`src/hw/rtl/ssu_pkg.sv`:
```
// ----------------------------------------------------------------------------
// ssu_pkg
// Shared constants of the segment slope and unit normal pipeline.
// ----------------------------------------------------------------------------
package ssu_pkg;

    // slope fraction bits (Q16.16)
    localparam int FRAC_BITS = 16;

    // the larger normalized magnitude has its top bit at this position
    localparam int NORM_MSB = 29;
    localparam int NORM_W   = NORM_MSB + 1;

    // squared length and square root pipeline
    localparam int SQ_W       = 62;
    localparam int SQRT_STEPS = 31;
    localparam int LEN_W      = 31;

    // unit component division
    localparam int UQ_W  = 15;
    localparam int NUM_W = NORM_W + 14 + 1;

    // Q1.14 one
    localparam logic [UQ_W-1:0] UNIT_Q14 = 15'd16384;

    // stages from the front register to the last direction stage
    localparam int SIDE_LAT = 4 + SQRT_STEPS + 1 + UQ_W;

    typedef logic [15:0] q14_t;

endpackage

```
`src/hw/rtl/ssu_delay.sv`:
```
// ----------------------------------------------------------------------------
// ssu_delay
// Shift line that carries side data alongside a pipeline path.
// ----------------------------------------------------------------------------
module ssu_delay
    import ssu_pkg::*;
#(
    parameter int WIDTH = 8,
    parameter int DEPTH = 2
)
(
    input  logic             clk,
    input  logic             en,
    input  logic [WIDTH-1:0] d,
    output logic [WIDTH-1:0] q
);

    logic [WIDTH-1:0] line_reg [DEPTH];

    // advance the whole line together with the pipeline
    always_ff @(posedge clk)
    begin
        if (en)
        begin
            line_reg[0] <= d;
            for (int i = 1; i < DEPTH; i++)
            begin
                line_reg[i] <= line_reg[i-1];
            end
        end
    end

    assign q = line_reg[DEPTH-1];

endmodule

```
`config.mk`:
```
export PLATFORM = sky130hd
export DESIGN_NAME = ssu_delay
export DESIGN_NICKNAME = d
export VERILOG_FILES = /design/src/hw/rtl/ssu_pkg.sv /design/src/hw/rtl/ssu_delay.sv
export SDC_FILE = /design/constraint.sdc
export NUM_CORES = 1
export LEC_CHECK = 0
export BUFFER_PORTS_ARGS = -buffer_cell sky130_fd_sc_hd__buf_2
export CAP_MARGIN = 25
export CORE_MARGIN = 1
export CORE_UTILIZATION = 40
export CTS_BUF_LIST = sky130_fd_sc_hd__clkbuf_4 sky130_fd_sc_hd__clkbuf_8 sky130_fd_sc_hd__clkbuf_16
export CTS_CLUSTER_DIAMETER = 120
export DETAILED_ROUTE_END_ITERATION = 12
export GPL_TIMING_DRIVEN = 0
export PLACE_DENSITY = 0.66
export SETUP_SLACK_MARGIN = 0.4
export SLEW_MARGIN = 20
export SYNTH_ARGS = -nofsm -noshare
export SYNTH_HDL_FRONTEND = slang
export SYNTH_SLANG_ARGS = --single-unit
```
`constraint.sdc`:
```
create_clock -name clk -period 1.9 [get_ports clk]
set_clock_uncertainty 0.2 [all_clocks]
set_input_delay 0.095 -clock clk [delete_from_list [all_inputs] [get_ports clk]]
set_output_delay 0.095 -clock clk [all_outputs]
set_load 0.1 [all_outputs]
```
==> impl.org <==
** Clocking
- Number of buffers added for setup after CTS :: 0
- Library cell used as clock root buffer :: clkbuf_4
- Clock network latency to the later pin of the worst-skew pair :: 0.27 ns
- In this run, post-CTS repair resized a total of 0 instances.
- TritonCTS built the clock tree.
- Clock buffer depth :: 2
- # H-tree levels :: 1
- Clock Sink Count :: 16
- Clock-pin slew was measured on the worst setup and hold paths at 0.08 ns.
- Inserted Clock Buffers :: 3

** Synth
- Synthesis handed over a netlist of 24 instances.
- Parity-gate share of the synthesized area counting xor and xnor cells :: 0%
- Simple logic cell fraction of the synthesized area :: 0%
- The synthesized netlist devotes 0% of its cell area to compound gates.
- Synth Area in Adders :: 0%
- The portion of synthesized area spent on multiplexers is 0%.
- Register bit total from synthesis :: 16
- Summing every instance area after synthesis gives ~540 sq um.
- Synth Net Count :: 34
- The synthesized netlist contains 2 unique library cells.
- Sequential fraction of the synthesis area :: 88.9%
- Largest family of logic cells by synthesized area :: buffers and inverters
- Yosys printed 0 warnings.
- Synthesized area per cell :: between 20 and 25 sq um

** Critical path
- Data arrival time of the critical path :: 1.11 ns
- Class of the most critical setup path :: flip-flop to output port
- Startpoint kind of the worst setup timing path :: flip-flop
- Peak fanout along the critical path :: 1
- Crit path capture type :: output port
- Worst endpoint required time :: 1.60 ns
- FF-to-FF path depth :: 0

** Min path
- Class of the most critical hold timing path :: primary input to flip-flop
- Cell count of the worst hold path :: 1

** Floorplan
- Die ar. :: 1500 sq um
- Measured along the y axis, the die boundary spans 38.8 um.
- Placeable core region :: 1190 sq um
- Initial Utilization :: 45.6%
- Die width :: 38.8 um
- Number of cell rows :: 12
- 18 I/O pins were placed.

** Route
- Router iterations before antenna repair :: 3
- Via-to-Cell Ratio :: 4.12
- Antenna viol nets, final :: 0
- For this block, the via count after detailed routing is 276.
- Dividing the detail-routed wire length by the instance count gives 9.54 um.
- For this run, design rule violations remaining after detail routing come to 0.
- Routed wire length :: around 640 um
- Number of violations reported at the end of detailed-routing iteration 0 :: 2

** STA
- Transition time at the pin with the least slew margin :: 0.486 ns
- The final count of pins violating max slew is 0.
- On the final layout, the worst hold slack is 0.0365 ns.
- The final critical path takes up 73.9% of the cycle.
- Setup repair after global routing missed its margin :: no
- For this run, the top clock speed supported by timing is 712 MHz.
- Final hold violations :: 0
- Worst max-slew margin expressed relative to the limit :: 67.8%
- After routing, the total negative slack on setup checks comes to 0 ns.
- Clock period minus worst slack :: 1.40 ns
- Setup Viol. Count Final :: 0

** GRT
- For this run the aggregate overflow at the end of global routing stands at 0.
- GR Util met3 :: 1.73%
- Met2 usage :: 20.4%
- In the global route stage, met1 resource usage came out at 9.52%.
- Most Crowded Layer GR :: met2
- Entering global routing, the biggest net connects 17 pins.
- Global routing used 11.4% of the available tracks across all layers.
- The via count of the first global-routing pass was 261.
- Antenna violations before repair :: 0
- The first global-routing pass estimated 1010 um of wire.

** Cells and area
- Final #Nets :: 64
- Synthesis-to-layout area growth :: 38.7%
- The register with the most flip-flops in the layout has 16 of them.
- Top library cells by usage in the layout, fill and taps aside :: 17 x buf_2, 16 x edfxtp_1, 8 x buf_4, 8 x dlygate4sd3_1, 3 x clkbuf_4
- The multi-input combinational cells in the finished layout cover a total of 0 sq um.
- The number of antenna diodes in the final layout is 0.
- The post-route netlist has a little over half of its cells at a drive strength greater than 1.
- Share of the core filled with cells :: 63.2%
- The library cell used most frequently in the layout, excluding fill and tap cells, is buf_2.
- For this run, combinational gates with multiple inputs come to 0.

** Place
- Input and output buffers added on the ports amount to 17.
- Routability-driven placement finished with a final weighted congestion of 0.629.

** Power and ir drop
- Overall power :: ~0.72 mW
- Peak ir drop on the vdd network :: 0.592 mV
- In this run the static leakage power is 0.311 nW.
- For this design the ratio of total power to cell area is 965 nW/um^2.

** Outcome
- Outcome :: finished clean

** Run
- Number of max-capacitance violations reported :: 0
stage by stage:
step                      instance area, sq um  instances  setup slack [ns]
final                                      749         67             0.495
after global routing                       749         67             0.436
after CTS                                  749         67             0.475
after detailed placement                   643         55             0.784
after global placement                     643         55             0.808
after floorplan                            541         24              1.03
Yosys cell counts:
cell type	instances	area (sq um)
buf_4	8	60.1
edfxtp_1	16	480
path summary, 6_finish.rpt:
path | from | end | slack, ns
max | line_reg[0][13]$_DFFE_PP_ | q[5] | 0.50
min | en | line_reg[0][11]$_DFFE_PP_ | 0.04
max reg2reg | line_reg[0][4]$_DFFE_PP_ | line_reg[0][12]$_DFFE_PP_ | 1.08
min reg2reg | line_reg[0][1]$_DFFE_PP_ | line_reg[0][9]$_DFFE_PP_ | 0.22
worst max-delay path, stage by stage (launching register included):
cell and delay, ns:
edfxtp_1 0.34, buf_4 0.10, buf_2 0.40
routing by layer:
layer / vias up / wire length [um] / share of wire, %
met5: - / 0 / 0
met4: 0 / 19 / 3.0
met3: 2 / 38 / 5.9
met2: 15 / 363 / 57
met1: 119 / 217 / 34
li1: 140 / - / -
what timing repair did:
item                                    in CTS  in global routing
endpoints found under the hold margin        8                  0
endpoints found under the setup margin       0                  0
hold buffers                                 8                  0
kinds of logic (layout without fill, tap and decap cells):
family	after synthesis	after routing
buffers and inverters	8	37
flip-flops	16	16
report_power, final:
part	switching, mW	internal, mW
clock network	0.0889	0.0759
registers	0.00559	0.418
logic	0.0981	0.0367
layout make-up:
type,count,area [sq um]
buffer,8,60.1
sequential,16,480
timing repair buffer,25,165
clock inverter,1,3.75
clock buffer,3,22.5
fill,93,437
tap,14,17.5
Power figures use the tool's default switching activity.
