File: src/hw/rtl/ssu_pkg.sv
// ----------------------------------------------------------------------------
// ssu_pkg
// Shared constants of the segment slope and unit normal pipeline.
// ----------------------------------------------------------------------------
package ssu_pkg;

    // slope fraction bits (Q16.16)
    localparam int FRAC_BITS = 16;

    // the larger normalized magnitude has its top bit at this position
    localparam int NORM_MSB = 29;
    localparam int NORM_W   = NORM_MSB + 1;

    // squared length and square root pipeline
    localparam int SQ_W       = 62;
    localparam int SQRT_STEPS = 31;
    localparam int LEN_W      = 31;

    // unit component division
    localparam int UQ_W  = 15;
    localparam int NUM_W = NORM_W + 14 + 1;

    // Q1.14 one
    localparam logic [UQ_W-1:0] UNIT_Q14 = 15'd16384;

    // stages from the front register to the last direction stage
    localparam int SIDE_LAT = 4 + SQRT_STEPS + 1 + UQ_W;

    typedef logic [15:0] q14_t;

endpackage

File: src/hw/rtl/ssu_front.sv
// ----------------------------------------------------------------------------
// ssu_front
// Orders the endpoints by x and forms dx, |dy| and the segment flags.
// ----------------------------------------------------------------------------
module ssu_front
    import ssu_pkg::*;
#(
    parameter int W = 32
)
(
    input  logic         clk,
    input  logic         en,
    input  logic [W-1:0] ax,
    input  logic [W-1:0] ay,
    input  logic [W-1:0] bx,
    input  logic [W-1:0] by,
    output logic [W-1:0] sx_reg,
    output logic [W-1:0] sy_reg,
    output logic [W-1:0] ex_reg,
    output logic [W-1:0] ey_reg,
    output logic [W:0]   dx_reg,
    output logic [W:0]   ady_reg,
    output logic         dyneg_reg,
    output logic         vert_reg,
    output logic         degen_reg
);

    logic          swap;
    logic [W-1:0]  sx, sy, ex, ey;
    logic [W:0]    dx, dy;

    always_comb
    begin
        // equal x keeps the first endpoint as start
        swap = ($signed(ax) > $signed(bx));
        sx   = swap ? bx : ax;
        sy   = swap ? by : ay;
        ex   = swap ? ax : bx;
        ey   = swap ? ay : by;
        dx   = {ex[W-1], ex} - {sx[W-1], sx};
        dy   = {ey[W-1], ey} - {sy[W-1], sy};
    end

    always_ff @(posedge clk)
    begin
        if (en)
        begin
            sx_reg    <= sx;
            sy_reg    <= sy;
            ex_reg    <= ex;
            ey_reg    <= ey;
            dx_reg    <= dx;
            ady_reg   <= dy[W] ? (~dy + 1'b1) : dy;
            dyneg_reg <= dy[W];
            vert_reg  <= (dx == '0);
            degen_reg <= (dx == '0) && (dy == '0);
        end
    end

endmodule

File: config.mk
export PLATFORM = sky130hd
export DESIGN_NAME = ssu_front
export DESIGN_NICKNAME = d
export VERILOG_FILES = /design/src/hw/rtl/ssu_pkg.sv /design/src/hw/rtl/ssu_front.sv
export SDC_FILE = /design/constraint.sdc
export NUM_CORES = 1
export LEC_CHECK = 0
export BUFFER_PORTS_ARGS = -buffer_cell sky130_fd_sc_hd__buf_2
export CAP_MARGIN = 20
export CORE_MARGIN = 8
export CORE_UTILIZATION = 55
export CTS_BUF_LIST = sky130_fd_sc_hd__clkbuf_16
export DETAILED_ROUTE_END_ITERATION = 8
export PLACE_DENSITY = 0.81
export SLEW_MARGIN = 10
export SYNTH_ARGS = -nofsm -noshare
export SYNTH_HDL_FRONTEND = slang
export SYNTH_SLANG_ARGS = --single-unit
File: constraint.sdc
create_clock -name clk -period 13.3 [get_ports clk]
set_input_delay 2.66 -clock clk [delete_from_list [all_inputs] [get_ports clk]]
set_output_delay 2.66 -clock clk [all_outputs]
set_load 0.05 [all_outputs]
==> results.sh <==
export IMPL_power_density_nw_per_um2=155
export IMPL_ys_warn_count=0
export IMPL_wl_per_cell_um=19.5
export IMPL_critical_path_max_fanout=159
export IMPL_grt_pass1_vias=12700
export IMPL_worst_setup_path_type="primary input to flip-flop"
export IMPL_portBuffers=326
export IMPL_synth_edf_count=197
export IMPL_drtAntennaViolNets=0
export IMPL_drive_gt1_share_pct=21.1
export IMPL_cts_setup_buffers=0
export IMPL_stdcell_count=2255
export IMPL_grt_use_total_pct=26.9
export IMPL_gr_total_overflow=0
export IMPL_rows=59
export IMPL_fin_setup_tns_ns=0
export IMPL_synth_area_um2=14300
export IMPL_cts_tree="yes"
export IMPL_hold_class="primary input to flip-flop"
export IMPL_worstHoldStart="by[23]"
export IMPL_cp_data_arrival_time_ns=10.17
export IMPL_yosysTopAreaCell="edfxtp_1"
export IMPL_start_util_pct=55.5
export IMPL_vdd_ir_drop_worst_uv=96.1
export IMPL_synth_ff_type="edfxtp_1"
export IMPL_clkTransAtPathRegs_ns=0.08
export IMPL_hold_buffers=0
export IMPL_seq_area_frac_synth_pct=41.4
export IMPL_synthToLayoutAreaGrowth_pct=16.5
export IMPL_rsz0062_at_grt="false"
export IMPL_drc=0
export IMPL_clock_tree_root_cell="clkbuf_16"
export IMPL_synth_top_area_share_pct=41.4
export IMPL_startpoint_type="primary input"
export IMPL_slowest_stage="nor4b_1"
export IMPL_grt_max_degree=160
export IMPL_synth_area_per_cell_um2=8.72
export IMPL_die_w_um=177
export IMPL_antenna_found_initial=4
export IMPL_clock_sink_count=197
export IMPL_ys_top_cells_by_area="edfxtp_1, nand2_1, o21ai_0, xnor2_1, ha_1"
export IMPL_synthDistinctLibCells=81
export IMPL_power_static_leakage_uw=0.00688
export IMPL_status="complete, no violations"
export IMPL_netlist_instances=1640
export IMPL_drt_first_pass_iters=5
export IMPL_worstHoldEndpoint="sy_reg[23]"
export IMPL_grt_pass1_wl_um=67800
export IMPL_cp_slowest_stage_delay_ns=0.85
export IMPL_holdPathStages=3
export IMPL_core_area_um2=25800
export IMPL_via_per_inst=6.00
export IMPL_post_route_util_pct=64.7
export IMPL_dr_first_iter_drc_count=1272
export IMPL_cap_violations=0
export IMPL_setup_violations=0
export IMPL_hold_violations=0
export IMPL_dp_hpwl_um=33300
export IMPL_tightest_slew_ns=1.01
export IMPL_fin_crit_ns=9.93
export IMPL_slew_viol_final=0
export IMPL_cts_buffers_inserted=17
export IMPL_synthArstFlopShare_pct=0
export IMPL_io_pins=327
export IMPL_die_height_um=177
export IMPL_cts_resized_gates=0
export IMPL_cp_required_ns=13.55
export IMPL_critPathCaptureType="flip-flop"
export IMPL_synth_ff_latch_count=197
export IMPL_totalWireLength_um=44100
export IMPL_clock_path_buffers=2
export IMPL_globalplace_congestion=0.918
export IMPL_dp_cells=2222
export IMPL_period_share_pct=74.6
export IMPL_synth_nets=1806
export IMPL_final_nets=2072
export IMPL_num_vias=13500
export IMPL_slew_headroom_pct=33.0
export IMPL_dieArea_um2=31400
export IMPL_clock_fmax_ghz=0.101
export IMPL_htreeDepth=4
routing by layer:
metal | GRT usage (%) | vias to the layer above | part of all wire [%]
met5 | 0 | - | 0.091
met4 | 8.55 | 6 | 2.5
met3 | 6.17 | 74 | 9.7
met2 | 42.9 | 611 | 46
met1 | 35.7 | 6313 | 42
li1 | - | 6516 | -
logic make-up (layout without fill, tap and decap cells):
| logic type | after synthesis | in the layout | share of synthesized area, % |
|---|---|---|---|
| AND/OR/NAND/NOR | 667 | 667 | 22.3 |
| AO/OA/AOI/OAI | 445 | 445 | 19.9 |
| flip-flops | 197 | 197 | 41.4 |
| buffers and inverters | 160 | 439 | 4.54 |
| XOR/XNOR | 95 | 95 | 5.82 |
| adder cells (fa/ha/maj) | 64 | 64 | 5.11 |
| multiplexers | 12 | 12 | 0.954 |
| other | 0 | 1 | 0 |
stage by stage:
stage	setup slack [ns]	total power [uW]	instance area, um^2	hold WS (ns)
CTS	3.49	2580	16700	2.51
global route	2.82	2690	16700	2.53
finish	3.37	2580	16700	2.52
global placement	3.44	2030	16100	2.96
floorplan	3.03	1750	14300	2.77
detailed placement	3.10	2050	16100	2.97
power by group:
part | total [uW] | switching [uW] | internal [uW]
Sequential | 885 | 44.7 | 840
Clock | 531 | 264 | 267
Combinational | 1160 | 861 | 302
Total | 2580 | 1170 | 1410
Yosys cell counts (24+ instances only):
cell type / count
clkbuf_1: 48
nand2b_1: 32
buf_2: 24
ha_1: 36
inv_1: 74
nor2_1: 107
nor3_1: 28
nor2b_1: 40
xnor2_1: 63
maj3_1: 28
o21ai_0: 173
xor2_1: 32
nand2_1: 302
a21oi_1: 80
edfxtp_1: 197
nand3_1: 31
critical path, delay by kind of cell:
family                   cells  cell delay, ns
buffers and inverters        4            0.69
AND/OR/NAND/NOR             12            4.24
AO/OA/AOI/OAI                7            1.71
adder cells (fa/ha/maj)      3            0.83
cells in the final DEF, fill, tap and decap left out, types with 12 or more instances in the layout:
master / instances
edfxtp_1: 197
clkbuf_16: 17
or2_2: 14
xor2_1: 32
nand2b_1: 32
ha_1: 36
or3_1: 12
a221oi_1: 14
nor2b_1: 40
nor3_1: 28
a21oi_1: 80
nand2_1: 301
o31ai_1: 16
inv_1: 75
o211ai_1: 13
buf_2: 325
nand3_1: 31
nor2_1: 106
a31oi_1: 20
nor4_1: 18
nand4_1: 14
and2_1: 22
maj3_1: 28
a211oi_1: 15
or4_1: 14
xnor2_1: 63
o21ai_0: 173
cell type report:
| class | instances | area, um^2 |
|---|---|---|
| Clock inverter | 15 | 160 |
| Antenna cell | 1 | 2.50 |
| Multi-Input combinational cell | 1283 | 7760 |
| Inverter | 74 | 278 |
| Clock buffer | 17 | 425 |
| Sequential cell | 197 | 5920 |
| Tap cell | 335 | 419 |
| Fill cell | 2146 | 9100 |
| Timing Repair Buffer | 333 | 1710 |
worst max-delay path by stage:
| stage | from | to | slack [ns] | depth (start not counted) |
|---|---|---|---|---|
| after floorplan | bx[21] | ady_reg[32] | 3.03 | 32 |
| after global placement | bx[14] | degen_reg | 3.44 | 27 |
| after detailed placement | bx[14] | degen_reg | 3.10 | 26 |
| after CTS | bx[14] | degen_reg | 3.49 | 26 |
| after global routing | bx[11] | degen_reg | 2.82 | 26 |
| final | bx[14] | degen_reg | 3.37 | 26 |
(Power assumes the default switching activity.)
