[src/hw/rtl/ssu_pkg.sv]
// ----------------------------------------------------------------------------
// ssu_pkg
// Shared constants of the segment slope and unit normal pipeline.
// ----------------------------------------------------------------------------
package ssu_pkg;

    // slope fraction bits (Q16.16)
    localparam int FRAC_BITS = 16;

    // the larger normalized magnitude has its top bit at this position
    localparam int NORM_MSB = 29;
    localparam int NORM_W   = NORM_MSB + 1;

    // squared length and square root pipeline
    localparam int SQ_W       = 62;
    localparam int SQRT_STEPS = 31;
    localparam int LEN_W      = 31;

    // unit component division
    localparam int UQ_W  = 15;
    localparam int NUM_W = NORM_W + 14 + 1;

    // Q1.14 one
    localparam logic [UQ_W-1:0] UNIT_Q14 = 15'd16384;

    // stages from the front register to the last direction stage
    localparam int SIDE_LAT = 4 + SQRT_STEPS + 1 + UQ_W;

    typedef logic [15:0] q14_t;

endpackage

[src/hw/rtl/ssu_div_step.sv]
// ----------------------------------------------------------------------------
// ssu_div_step
// One registered restoring division step: one quotient bit per stage.
// ----------------------------------------------------------------------------
module ssu_div_step
    import ssu_pkg::*;
#(
    parameter int DW = 33,
    parameter int NW = 32,
    parameter int QW = 32
)
(
    input  logic          clk,
    input  logic          en,
    input  logic [DW-1:0] den_in,
    input  logic [DW-1:0] rem_in,
    input  logic [NW-1:0] num_in,
    input  logic [QW-1:0] quo_in,
    output logic [DW-1:0] den_out,
    output logic [DW-1:0] rem_out,
    output logic [NW-1:0] num_out,
    output logic [QW-1:0] quo_out
);

    logic [DW:0]   trial;
    logic [DW:0]   diff;
    logic          ge;
    logic [DW-1:0] rem_next;

    // bring down the next numerator bit, subtract when it fits
    always_comb
    begin
        trial    = {rem_in, num_in[NW-1]};
        diff     = trial - {1'b0, den_in};
        ge       = (trial >= {1'b0, den_in});
        rem_next = ge ? diff[DW-1:0] : trial[DW-1:0];
    end

    always_ff @(posedge clk)
    begin
        if (en)
        begin
            den_out <= den_in;
            rem_out <= rem_next;
            num_out <= num_in << 1;
            quo_out <= {quo_in[QW-2:0], ge};
        end
    end

endmodule

[config.mk]
export PLATFORM = sky130hd
export DESIGN_NAME = ssu_div_step
export DESIGN_NICKNAME = d
export VERILOG_FILES = /design/src/hw/rtl/ssu_pkg.sv /design/src/hw/rtl/ssu_div_step.sv
export SDC_FILE = /design/constraint.sdc
export NUM_CORES = 1
export LEC_CHECK = 0
export ABC_AREA = 1
export BUFFER_PORTS_ARGS = -buffer_cell sky130_fd_sc_hd__buf_2
export CORE_MARGIN = 1
export CORE_UTILIZATION = 45
export CTS_BUF_LIST = sky130_fd_sc_hd__clkbuf_8
export DETAILED_ROUTE_END_ITERATION = 12
export PLACE_DENSITY_LB_ADDON = 0.3
export SLEW_MARGIN = 20
export SYNTH_ARGS = -nofsm -noshare
export SYNTH_HDL_FRONTEND = slang
export SYNTH_SLANG_ARGS = --single-unit
[constraint.sdc]
create_clock -name clk -period 2.5 [get_ports clk]
set_clock_uncertainty 0.15 [all_clocks]
set_input_delay 0 -clock clk [delete_from_list [all_inputs] [get_ports clk]]
set_output_delay 0 -clock clk [all_outputs]
set_load 0.03 [all_outputs]
==> results_tabular.tex, run 1 <==
\begin{tabular}{lr}
\hline
Metric & Value \\
\hline
\multicolumn{2}{l}{\textbf{Timing}} \\
\quad Pins Over Slew Limit & 0 \\
\quad Final period utilization & 92.05\% \\
\quad Max Fclk & 0.4346 GHz \\
\quad Hold Slack & 0.1193 ns \\
\quad Setup repair after global routing missed its margin & false \\
\quad Post-route worst setup slack & 0.1988 ns \\
\quad Period minus WS final & 2.301 ns \\
\quad Number of setup violations in the final report & 0 \\
\quad Setup TNS & 0 ns \\
\quad Endpoints failing hold & 0 \\
\multicolumn{2}{l}{\textbf{Global routing}} \\
\quad Global-route wire length before repair & 32890 um \\
\quad Pin count of the biggest net entering global routing & 52 \\
\quad Final global-route overflow total & 0 \\
\quad Vias in the first global route & 6467 \\
\quad Overall global routing resource usage & 26.50\% \\
\quad Number of antenna violations at the first check in global routing & 0 \\
\multicolumn{2}{l}{\textbf{Cells and area}} \\
\quad Post-Route Utilization & 67.64\% \\
\quad Number of nets at the end of the flow & 1381 \\
\quad Growth of design area from synthesis to finish & 44.94\% \\
\quad Number of filler instances in the final layout & 1288 \\
\quad Fraction of layout instances using a drive strength above 1 & 27.61\% \\
\quad Antenna fix cells & 0 \\
\multicolumn{2}{l}{\textbf{Worst setup path}} \\
\quad Cell repeated most along the worst path & nand2\_1 \\
\quad Critical path data arrival time & 2.34 ns \\
\quad Critical Path Fanout Max & 35 \\
\quad Levels on crit path & 16 \\
\quad Slowest CP cell & dlygate4sd3\_1 \\
\quad Gate family responsible for the most delay along the worst path & simple AND/OR/NAND/NOR gates \\
\quad Chain of cells forming the critical path & dlygate4sd3\_1 -> buf\_2 -> inv\_1 -> ha\_1 -> nand2\_1 -> inv\_1 -> nand2\_1 -> nand2\_1 -> inv\_2 -> nand3\_2 -> nand2\_1 -> nand2\_2 -> nand2\_4 -> nand2\_8 -> nand3\_2 -> nand2\_1 \\
\quad Capturing element of the worst setup path & rem\_out[24] \\
\quad Type of destination of the critical path & register \\
\quad Startpoint class of the critical path & input pin \\
\quad Peak per-stage delay on the critical path & 0.55 ns \\
\quad Crit Path Category & in -> reg \\
\quad Crit path buffers/inverters & 5 \\
\quad Crit. Startpoint & den\_in[8] \\
\quad Endpoint required time on the critical path & 2.54 ns \\
\multicolumn{2}{l}{\textbf{Pwr}} \\
\quad Static leakage & 0.005312 uW \\
\quad Power density over the cells & 595.1 nW/um2 \\
\quad Worst supply voltage drop on vdd & 0.0002836 V \\
\multicolumn{2}{l}{\textbf{Synth}} \\
\quad Post-synthesis area per instance & 8.888 um2 \\
\quad Synthesized-area fraction occupied by and/or/nand/nor cells & 27.23\% \\
\quad Portion of netlist area occupied by mux cells & 0\% \\
\quad Number of flops mapped to enable cells by yosys & 129 \\
\quad FF+latch count, synth & 129 \\
\quad Post-Syn Nets & 976 \\
\quad Fraction of synthesized cell area in xor and xnor cells & 1.703\% \\
\quad Sequential fraction of the synthesis area & 53.81\% \\
\quad Count of unique library cells instantiated by Yosys & 31 \\
\quad Post-synthesis adder-cell area fraction & 6.013\% \\
\quad Post-synth top area cell & edfxtp\_1 \\
\quad Fraction of the mapped netlist area in compound gates & 1.738\% \\
\quad Fraction of synthesized cell area taken by the top area cell type & 53.81\% \\
\quad Cell Area, Synth & 7199 um2 \\
\quad Area contributors post-synth & edfxtp\_1, nand2\_1, inv\_1 \\
\quad Main combinational cell family by area after synthesis & simple AND/OR/NAND/NOR gates \\
\quad Synth async-reset ratio & 0\% \\
\quad Post-synth top flop & edfxtp\_1 \\
\quad Warnings, synthesis & 0 \\
\quad Most frequently used cell type in the post-synthesis netlist & nand2\_1 \\
\quad Post-Syn Instances & 810 \\
\quad Top cell types by occurrence after synthesis & nand2\_1, inv\_1, edfxtp\_1 \\
\multicolumn{2}{l}{\textbf{Die}} \\
\quad Number of ports placed on the die boundary & 262 \\
\quad Vertical die dimension & 128.5 um \\
\quad Number of rows in the core area & 45 \\
\quad Horizontal die dimension & 128.5 um \\
\quad Effective utilization at floorplan & 46.67\% \\
\quad Die area & 16510 um2 \\
\quad Area of the core region & 15430 um2 \\
\multicolumn{2}{l}{\textbf{Placement}} \\
\quad Count of buffers inserted at the top-level ports & 259 \\
\quad Post-detailed-placement half-perimeter wirelength & 14690 um \\
\quad Weighted congestion reported at the end of routability-driven placement & 0.8766 \\
\quad Setup slack after placement & 0.2274 ns \\
\multicolumn{2}{l}{\textbf{Route}} \\
\quad Per-cell via count in the routed design & 4.616 \\
\quad Routed via count & 6642 \\
\quad Starting DRC count in detailed routing & 451 \\
\quad WL/cell & 15.04 um \\
\quad Drt first pass iters & 5 \\
\quad Post-route DRC & 0 \\
\quad Routed Wire Length & 21640 um \\
\quad Remaining antenna violation count & 0 \\
\multicolumn{2}{l}{\textbf{Hold path}} \\
\quad Path type of the worst min-delay path & in -> reg \\
\quad Number of instances on the worst hold path & 2 \\
\multicolumn{2}{l}{\textbf{CTS}} \\
\quad Number of post-CTS setup repair buffers & 0 \\
\quad Number of buffers created by CTS & 17 \\
\quad CTS root buf & clkbuf\_8 \\
\quad Clock slew at reported path FFs & 0.08 ns \\
\quad Maximum count of clock buffers along a single path & 2 \\
\quad CTS H-Tree Depth & 4 \\
\quad Total number of clock tree sinks & 129 \\
\quad CTS tree & yes \\
\multicolumn{2}{l}{\textbf{Status}} \\
\quad Result of the run & finished, final reports clean \\
\multicolumn{2}{l}{\textbf{Run}} \\
\quad Number of violations of the max-capacitance limit & 0 \\
\hline
\end{tabular}
routing by layer:
layer / global-route usage (%) / vias to the layer above / wire length [um]
li1: - / 3386 / -
met1: 31.53 / 2979 / 9127
met2: 47.98 / 246 / 10820
met3: 4.906 / 31 / 1209
met4: 9.135 / 0 / 485
met5: 0 / - / 0
layout by cell type, fill, tap and decap left out, types with 2 or more instances in the layout:
| cell | count |
|---|---|
| inv_8 | 2 |
| nor2_2 | 4 |
| nor2_4 | 2 |
| inv_1 | 156 |
| nand3_1 | 54 |
| dlygate4sd3_1 | 129 |
| nor2_1 | 35 |
| edfxtp_1 | 129 |
| and2_1 | 5 |
| inv_2 | 5 |
| xor2_1 | 13 |
| or2_2 | 2 |
| ha_1 | 33 |
| nor3_2 | 3 |
| inv_6 | 5 |
| clkinvlp_4 | 5 |
| a21oi_1 | 21 |
| buf_2 | 258 |
| nand4_1 | 2 |
| buf_4 | 7 |
| nand2_2 | 8 |
| a21o_1 | 2 |
| nand3b_1 | 10 |
| nand3_2 | 15 |
| clkbuf_8 | 17 |
| nor3_1 | 8 |
| nand2_1 | 287 |
sequential cells by signal, summed over array words and instances (netlist names):
signal,flops
den_out,33
num_out,31
quo_out,32
rem_out,33
cell families after synthesis:
logic type	count (synthesis)
buffers and inverters	170
XOR/XNOR	14
AO/OA/AOI/OAI	24
flip-flops	129
adder cells (fa/ha/maj)	34
AND/OR/NAND/NOR	438
other	1
repair_timing:
action	in CTS	in global routing
endpoints found under the setup margin	0	1
hold buffers	129	0
hold endpoints to repair	161	0
gates resized for setup	0	2
report_power, final:
group / total [uW] / leakage (uW) / switching (uW) / internal [uW]
Clock: 1750 / 0.000181 / 944 / 810
Sequential: 2690 / 0.00126 / 55.9 / 2630
Combinational: 1770 / 0.00387 / 1160 / 613
through the flow:
step	instances	area (um2)	power (uW)
2_1_floorplan	810	7199	3797
3_3_place_gp	1278	8758	4291
3_5_place_dp	1278	8758	4311
4_1_cts	1439	10430	6213
5_1_grt	1439	10440	6501
6_report	1439	10440	6210
how the worst min path moves through the flow:
stage	slack, ns	from	to
final	0.12	quo_in[3]	quo_out[4]
after global routing	0.10	num_in[3]	num_out[4]
after CTS	0.08	quo_in[3]	quo_out[4]
after detailed placement	0.03	quo_in[3]	quo_out[4]
after global placement	0.03	num_in[14]	num_out[15]
after floorplan	-0.05	den_in[0]	den_out[0]
layout make-up:
cell class	count	area, um2	area share (%)
clock buffers	17	234.0	2.242
clock inverters	15	146.4	1.403
inverters	160	600.6	5.755
multi-input cells	511	2650	25.40
flip-flops and latches	129	3874	37.12
well taps	211	264.0	2.530
repair buffers	396	2666	25.55
Power figures use the tool's default switching activity.
==> run 2: changes to the inputs <==
--- a/config.mk
+++ b/config.mk
@@ -7,6 +7,7 @@
 export LEC_CHECK = 0
 export ABC_AREA = 1
 export BUFFER_PORTS_ARGS = -buffer_cell sky130_fd_sc_hd__buf_2
+export CORE_ASPECT_RATIO = 0.75
 export CORE_MARGIN = 1
 export CORE_UTILIZATION = 45
 export CTS_BUF_LIST = sky130_fd_sc_hd__clkbuf_8
==> constraint.sdc (replaced) <==
create_clock -name clk -period 2.3 [get_ports clk]
set_clock_uncertainty 0.15 [all_clocks]
set_input_delay 0 -clock clk [delete_from_list [all_inputs] [get_ports clk]]
set_output_delay 0 -clock clk [all_outputs]
set_load 0.03 [all_outputs]
==> results_tabular.tex, run 2 (synthesized netlist as in run 1, its figures left out) <==
\begin{tabular}{lr}
\hline
Metric & Value \\
\hline
\multicolumn{2}{l}{\textbf{Global routing}} \\
\quad Pin count of the biggest net entering global routing & 46 (was 52) \\
\quad Final global-route overflow total & 0 (unchanged) \\
\quad Global-route wire length before repair & 34110 um (was 32890 um) \\
\quad Vias in the first global route & 6590 (was 6467) \\
\quad Overall global routing resource usage & 26.82\% (was 26.50\%) \\
\quad Number of antenna violations at the first check in global routing & 0 (unchanged) \\
\multicolumn{2}{l}{\textbf{CTS}} \\
\quad CTS root buf & clkbuf\_8 (unchanged) \\
\quad CTS tree & yes (unchanged) \\
\quad CTS H-Tree Depth & 4 (unchanged) \\
\quad Clock slew at reported path FFs & 0.08 ns (about the same) \\
\quad Total number of clock tree sinks & 129 (unchanged) \\
\quad Maximum count of clock buffers along a single path & 2 (unchanged) \\
\quad Number of buffers created by CTS & 17 (unchanged) \\
\multicolumn{2}{l}{\textbf{Pwr}} \\
\quad Worst supply voltage drop on vdd & 0.0005019 V (was 0.0002836 V) \\
\quad Power density over the cells & 642.2 nW/um2 (was 595.1 nW/um2) \\
\quad Static leakage & 0.005382 uW (was 0.005312 uW) \\
\multicolumn{2}{l}{\textbf{Placement}} \\
\quad Post-detailed-placement half-perimeter wirelength & 14940 um (was 14690 um) \\
\quad Weighted congestion reported at the end of routability-driven placement & 0.9252 (was 0.8766) \\
\quad Number of cells in the design after placement & 1276 (was 1278) \\
\quad Count of buffers inserted at the top-level ports & 259 (unchanged) \\
\multicolumn{2}{l}{\textbf{Route}} \\
\quad Remaining antenna violation count & 0 (unchanged) \\
\quad Routed Wire Length & 21910 um (was 21640 um) \\
\quad WL/cell & 15.20 um (was 15.04 um) \\
\quad Drt first pass iters & 5 (unchanged) \\
\quad Post-route DRC & 0 (unchanged) \\
\quad Routed via count & 6788 (was 6642) \\
\quad Starting DRC count in detailed routing & 399 (was 451) \\
\quad Per-cell via count in the routed design & 4.711 (was 4.616) \\
\multicolumn{2}{l}{\textbf{Die}} \\
\quad Vertical die dimension & 111.5 um (was 128.5 um) \\
\quad Number of ports placed on the die boundary & 262 (unchanged) \\
\quad Die area & 16510 um2 (about the same) \\
\quad Number of rows in the core area & 39 (was 45) \\
\quad Effective utilization at floorplan & 46.69\% (was 46.67\%) \\
\quad Horizontal die dimension & 148.1 um (was 128.5 um) \\
\quad Area of the core region & 15420 um2 (was 15430 um2) \\
\multicolumn{2}{l}{\textbf{Timing}} \\
\quad Max Fclk & 0.4442 GHz \\
\quad Pins Over Slew Limit & 0 (unchanged) \\
\quad Period minus WS final & 2.251 ns \\
\quad Setup TNS & 0 ns (unchanged) \\
\quad Endpoints failing hold & 0 (unchanged) \\
\quad Number of setup violations in the final report & 0 (unchanged) \\
\quad Final period utilization & 97.88\% \\
\multicolumn{2}{l}{\textbf{Worst setup path}} \\
\quad Critical path data arrival time & 2.30 ns (was 2.34 ns) \\
\quad Critical Path Fanout Max & 12 (was 35) \\
\quad Crit. Startpoint & den\_in[30] (was den\_in[8]) \\
\quad Startpoint class of the critical path & input pin (unchanged) \\
\quad Crit Path Category & in -> reg (unchanged) \\
\quad Type of destination of the critical path & register (unchanged) \\
\quad Endpoint required time on the critical path & 2.35 ns (was 2.54 ns) \\
\multicolumn{2}{l}{\textbf{Cells and area}} \\
\quad Commonest cells after routing, fill and taps aside & nand2\_1, buf\_2, inv\_1, edfxtp\_1, dlygate4sd3\_1 (unchanged) \\
\quad Commonest non-fill, non-tap cell in the layout & nand2\_1 (unchanged) \\
\quad Number of nets at the end of the flow & 1389 (was 1381) \\
\quad Fraction of layout instances using a drive strength above 1 & 30.74\% (was 27.61\%) \\
\quad Growth of design area from synthesis to finish & 48.87\% (was 44.94\%) \\
\quad Antenna fix cells & 0 (unchanged) \\
\quad Number of non-filler instances in the completed layout & 1441 (was 1439) \\
\quad Regs by FF count & den\_out: 33 flops, rem\_out: 33 flops, quo\_out: 32 flops (unchanged) \\
\quad Post-Route Utilization & 69.51\% (was 67.64\%) \\
\multicolumn{2}{l}{\textbf{Run}} \\
\quad Number of violations of the max-capacitance limit & 0 (unchanged) \\
\multicolumn{2}{l}{\textbf{Hold path}} \\
\quad Path type of the worst min-delay path & in -> reg (unchanged) \\
\quad Source of the worst hold timing path & num\_in[31] (was quo\_in[3]) \\
\multicolumn{2}{l}{\textbf{Status}} \\
\quad Result of the run & finished, final reports clean (unchanged) \\
\hline
\end{tabular}
==> run 2: changes by cell type in the layout (fill, tap and decap cells not counted), sizes merged <==
cell and delta:
buf +7, clkinv +5, clkinvlp -3, inv -3, bufinv +1, nand2 +1
==> run 2: final cells by class <==
class                           count  area, um2
Multi-Input combinational cell    512       2850
Clock inverter                     15      158.9
Inverter                          160      600.6
Fill cell                        1210       4702
Timing Repair Buffer              403       2744
Tap cell                          205      256.5
Clock buffer                       17      234.0
Sequential cell                   129       3874
==> run 2: worst max-delay path, stage by stage <==
cell           delay, ns
dlygate4sd3_1       0.55
buf_2               0.12
inv_1               0.04
ha_2                0.36
nand2_2             0.11
nor2_2              0.16
nand2_1             0.10
nor3_2              0.15
nand2_1             0.09
nand2_2             0.08
nor2_4              0.05
buf_12              0.14
buf_4               0.18
nand3_1             0.10
nand2_1             0.07
==> run 2: what timing repair did <==
| action | in CTS | in global routing |
|---|---|---|
| setup buffers | 0 | 3 |
| endpoints found under the setup margin | 0 | 33 |
| hold endpoints to repair | 168 | 0 |
| hold buffers | 129 | 0 |
| resized for setup | 0 | 40 |
==> run 2: per-layer routing <==
layer,global-route usage (%),wire (um)
met1,35.80,9671
met2,44.16,10500
met3,5.984,1437
met4,6.873,297
met5,0,0
==> run 2: report_power, final <==
part	internal, uW	switching [uW]
Combinational	715	1290
Clock	973	983
Sequential	2860	58.7
Total	4550	2330
==> run 2: final timing paths <==
| kind | end | cells after the start |
|---|---|---|
| hold / removal | rem_out[0] | 6 |
| setup / recovery | rem_out[14] | 15 |
==> run 2: per-stage QoR <==
stage / hold WS (ns) / total power (uW) / setup slack [ns] / cell area (um2)
3_5_place_dp: 0.02837 / 4703 / 0.04930 / 8793
3_3_place_gp: 0.02601 / 4679 / 0.1088 / 8793
5_1_grt: 0.07502 / 7202 / -0.02437 / 10720
6_report: 0.04397 / 6883 / 0.04866 / 10720
2_1_floorplan: -0.05113 / 4127 / 0.5065 / 7199
4_1_cts: 0.009413 / 6797 / 0.03673 / 10480
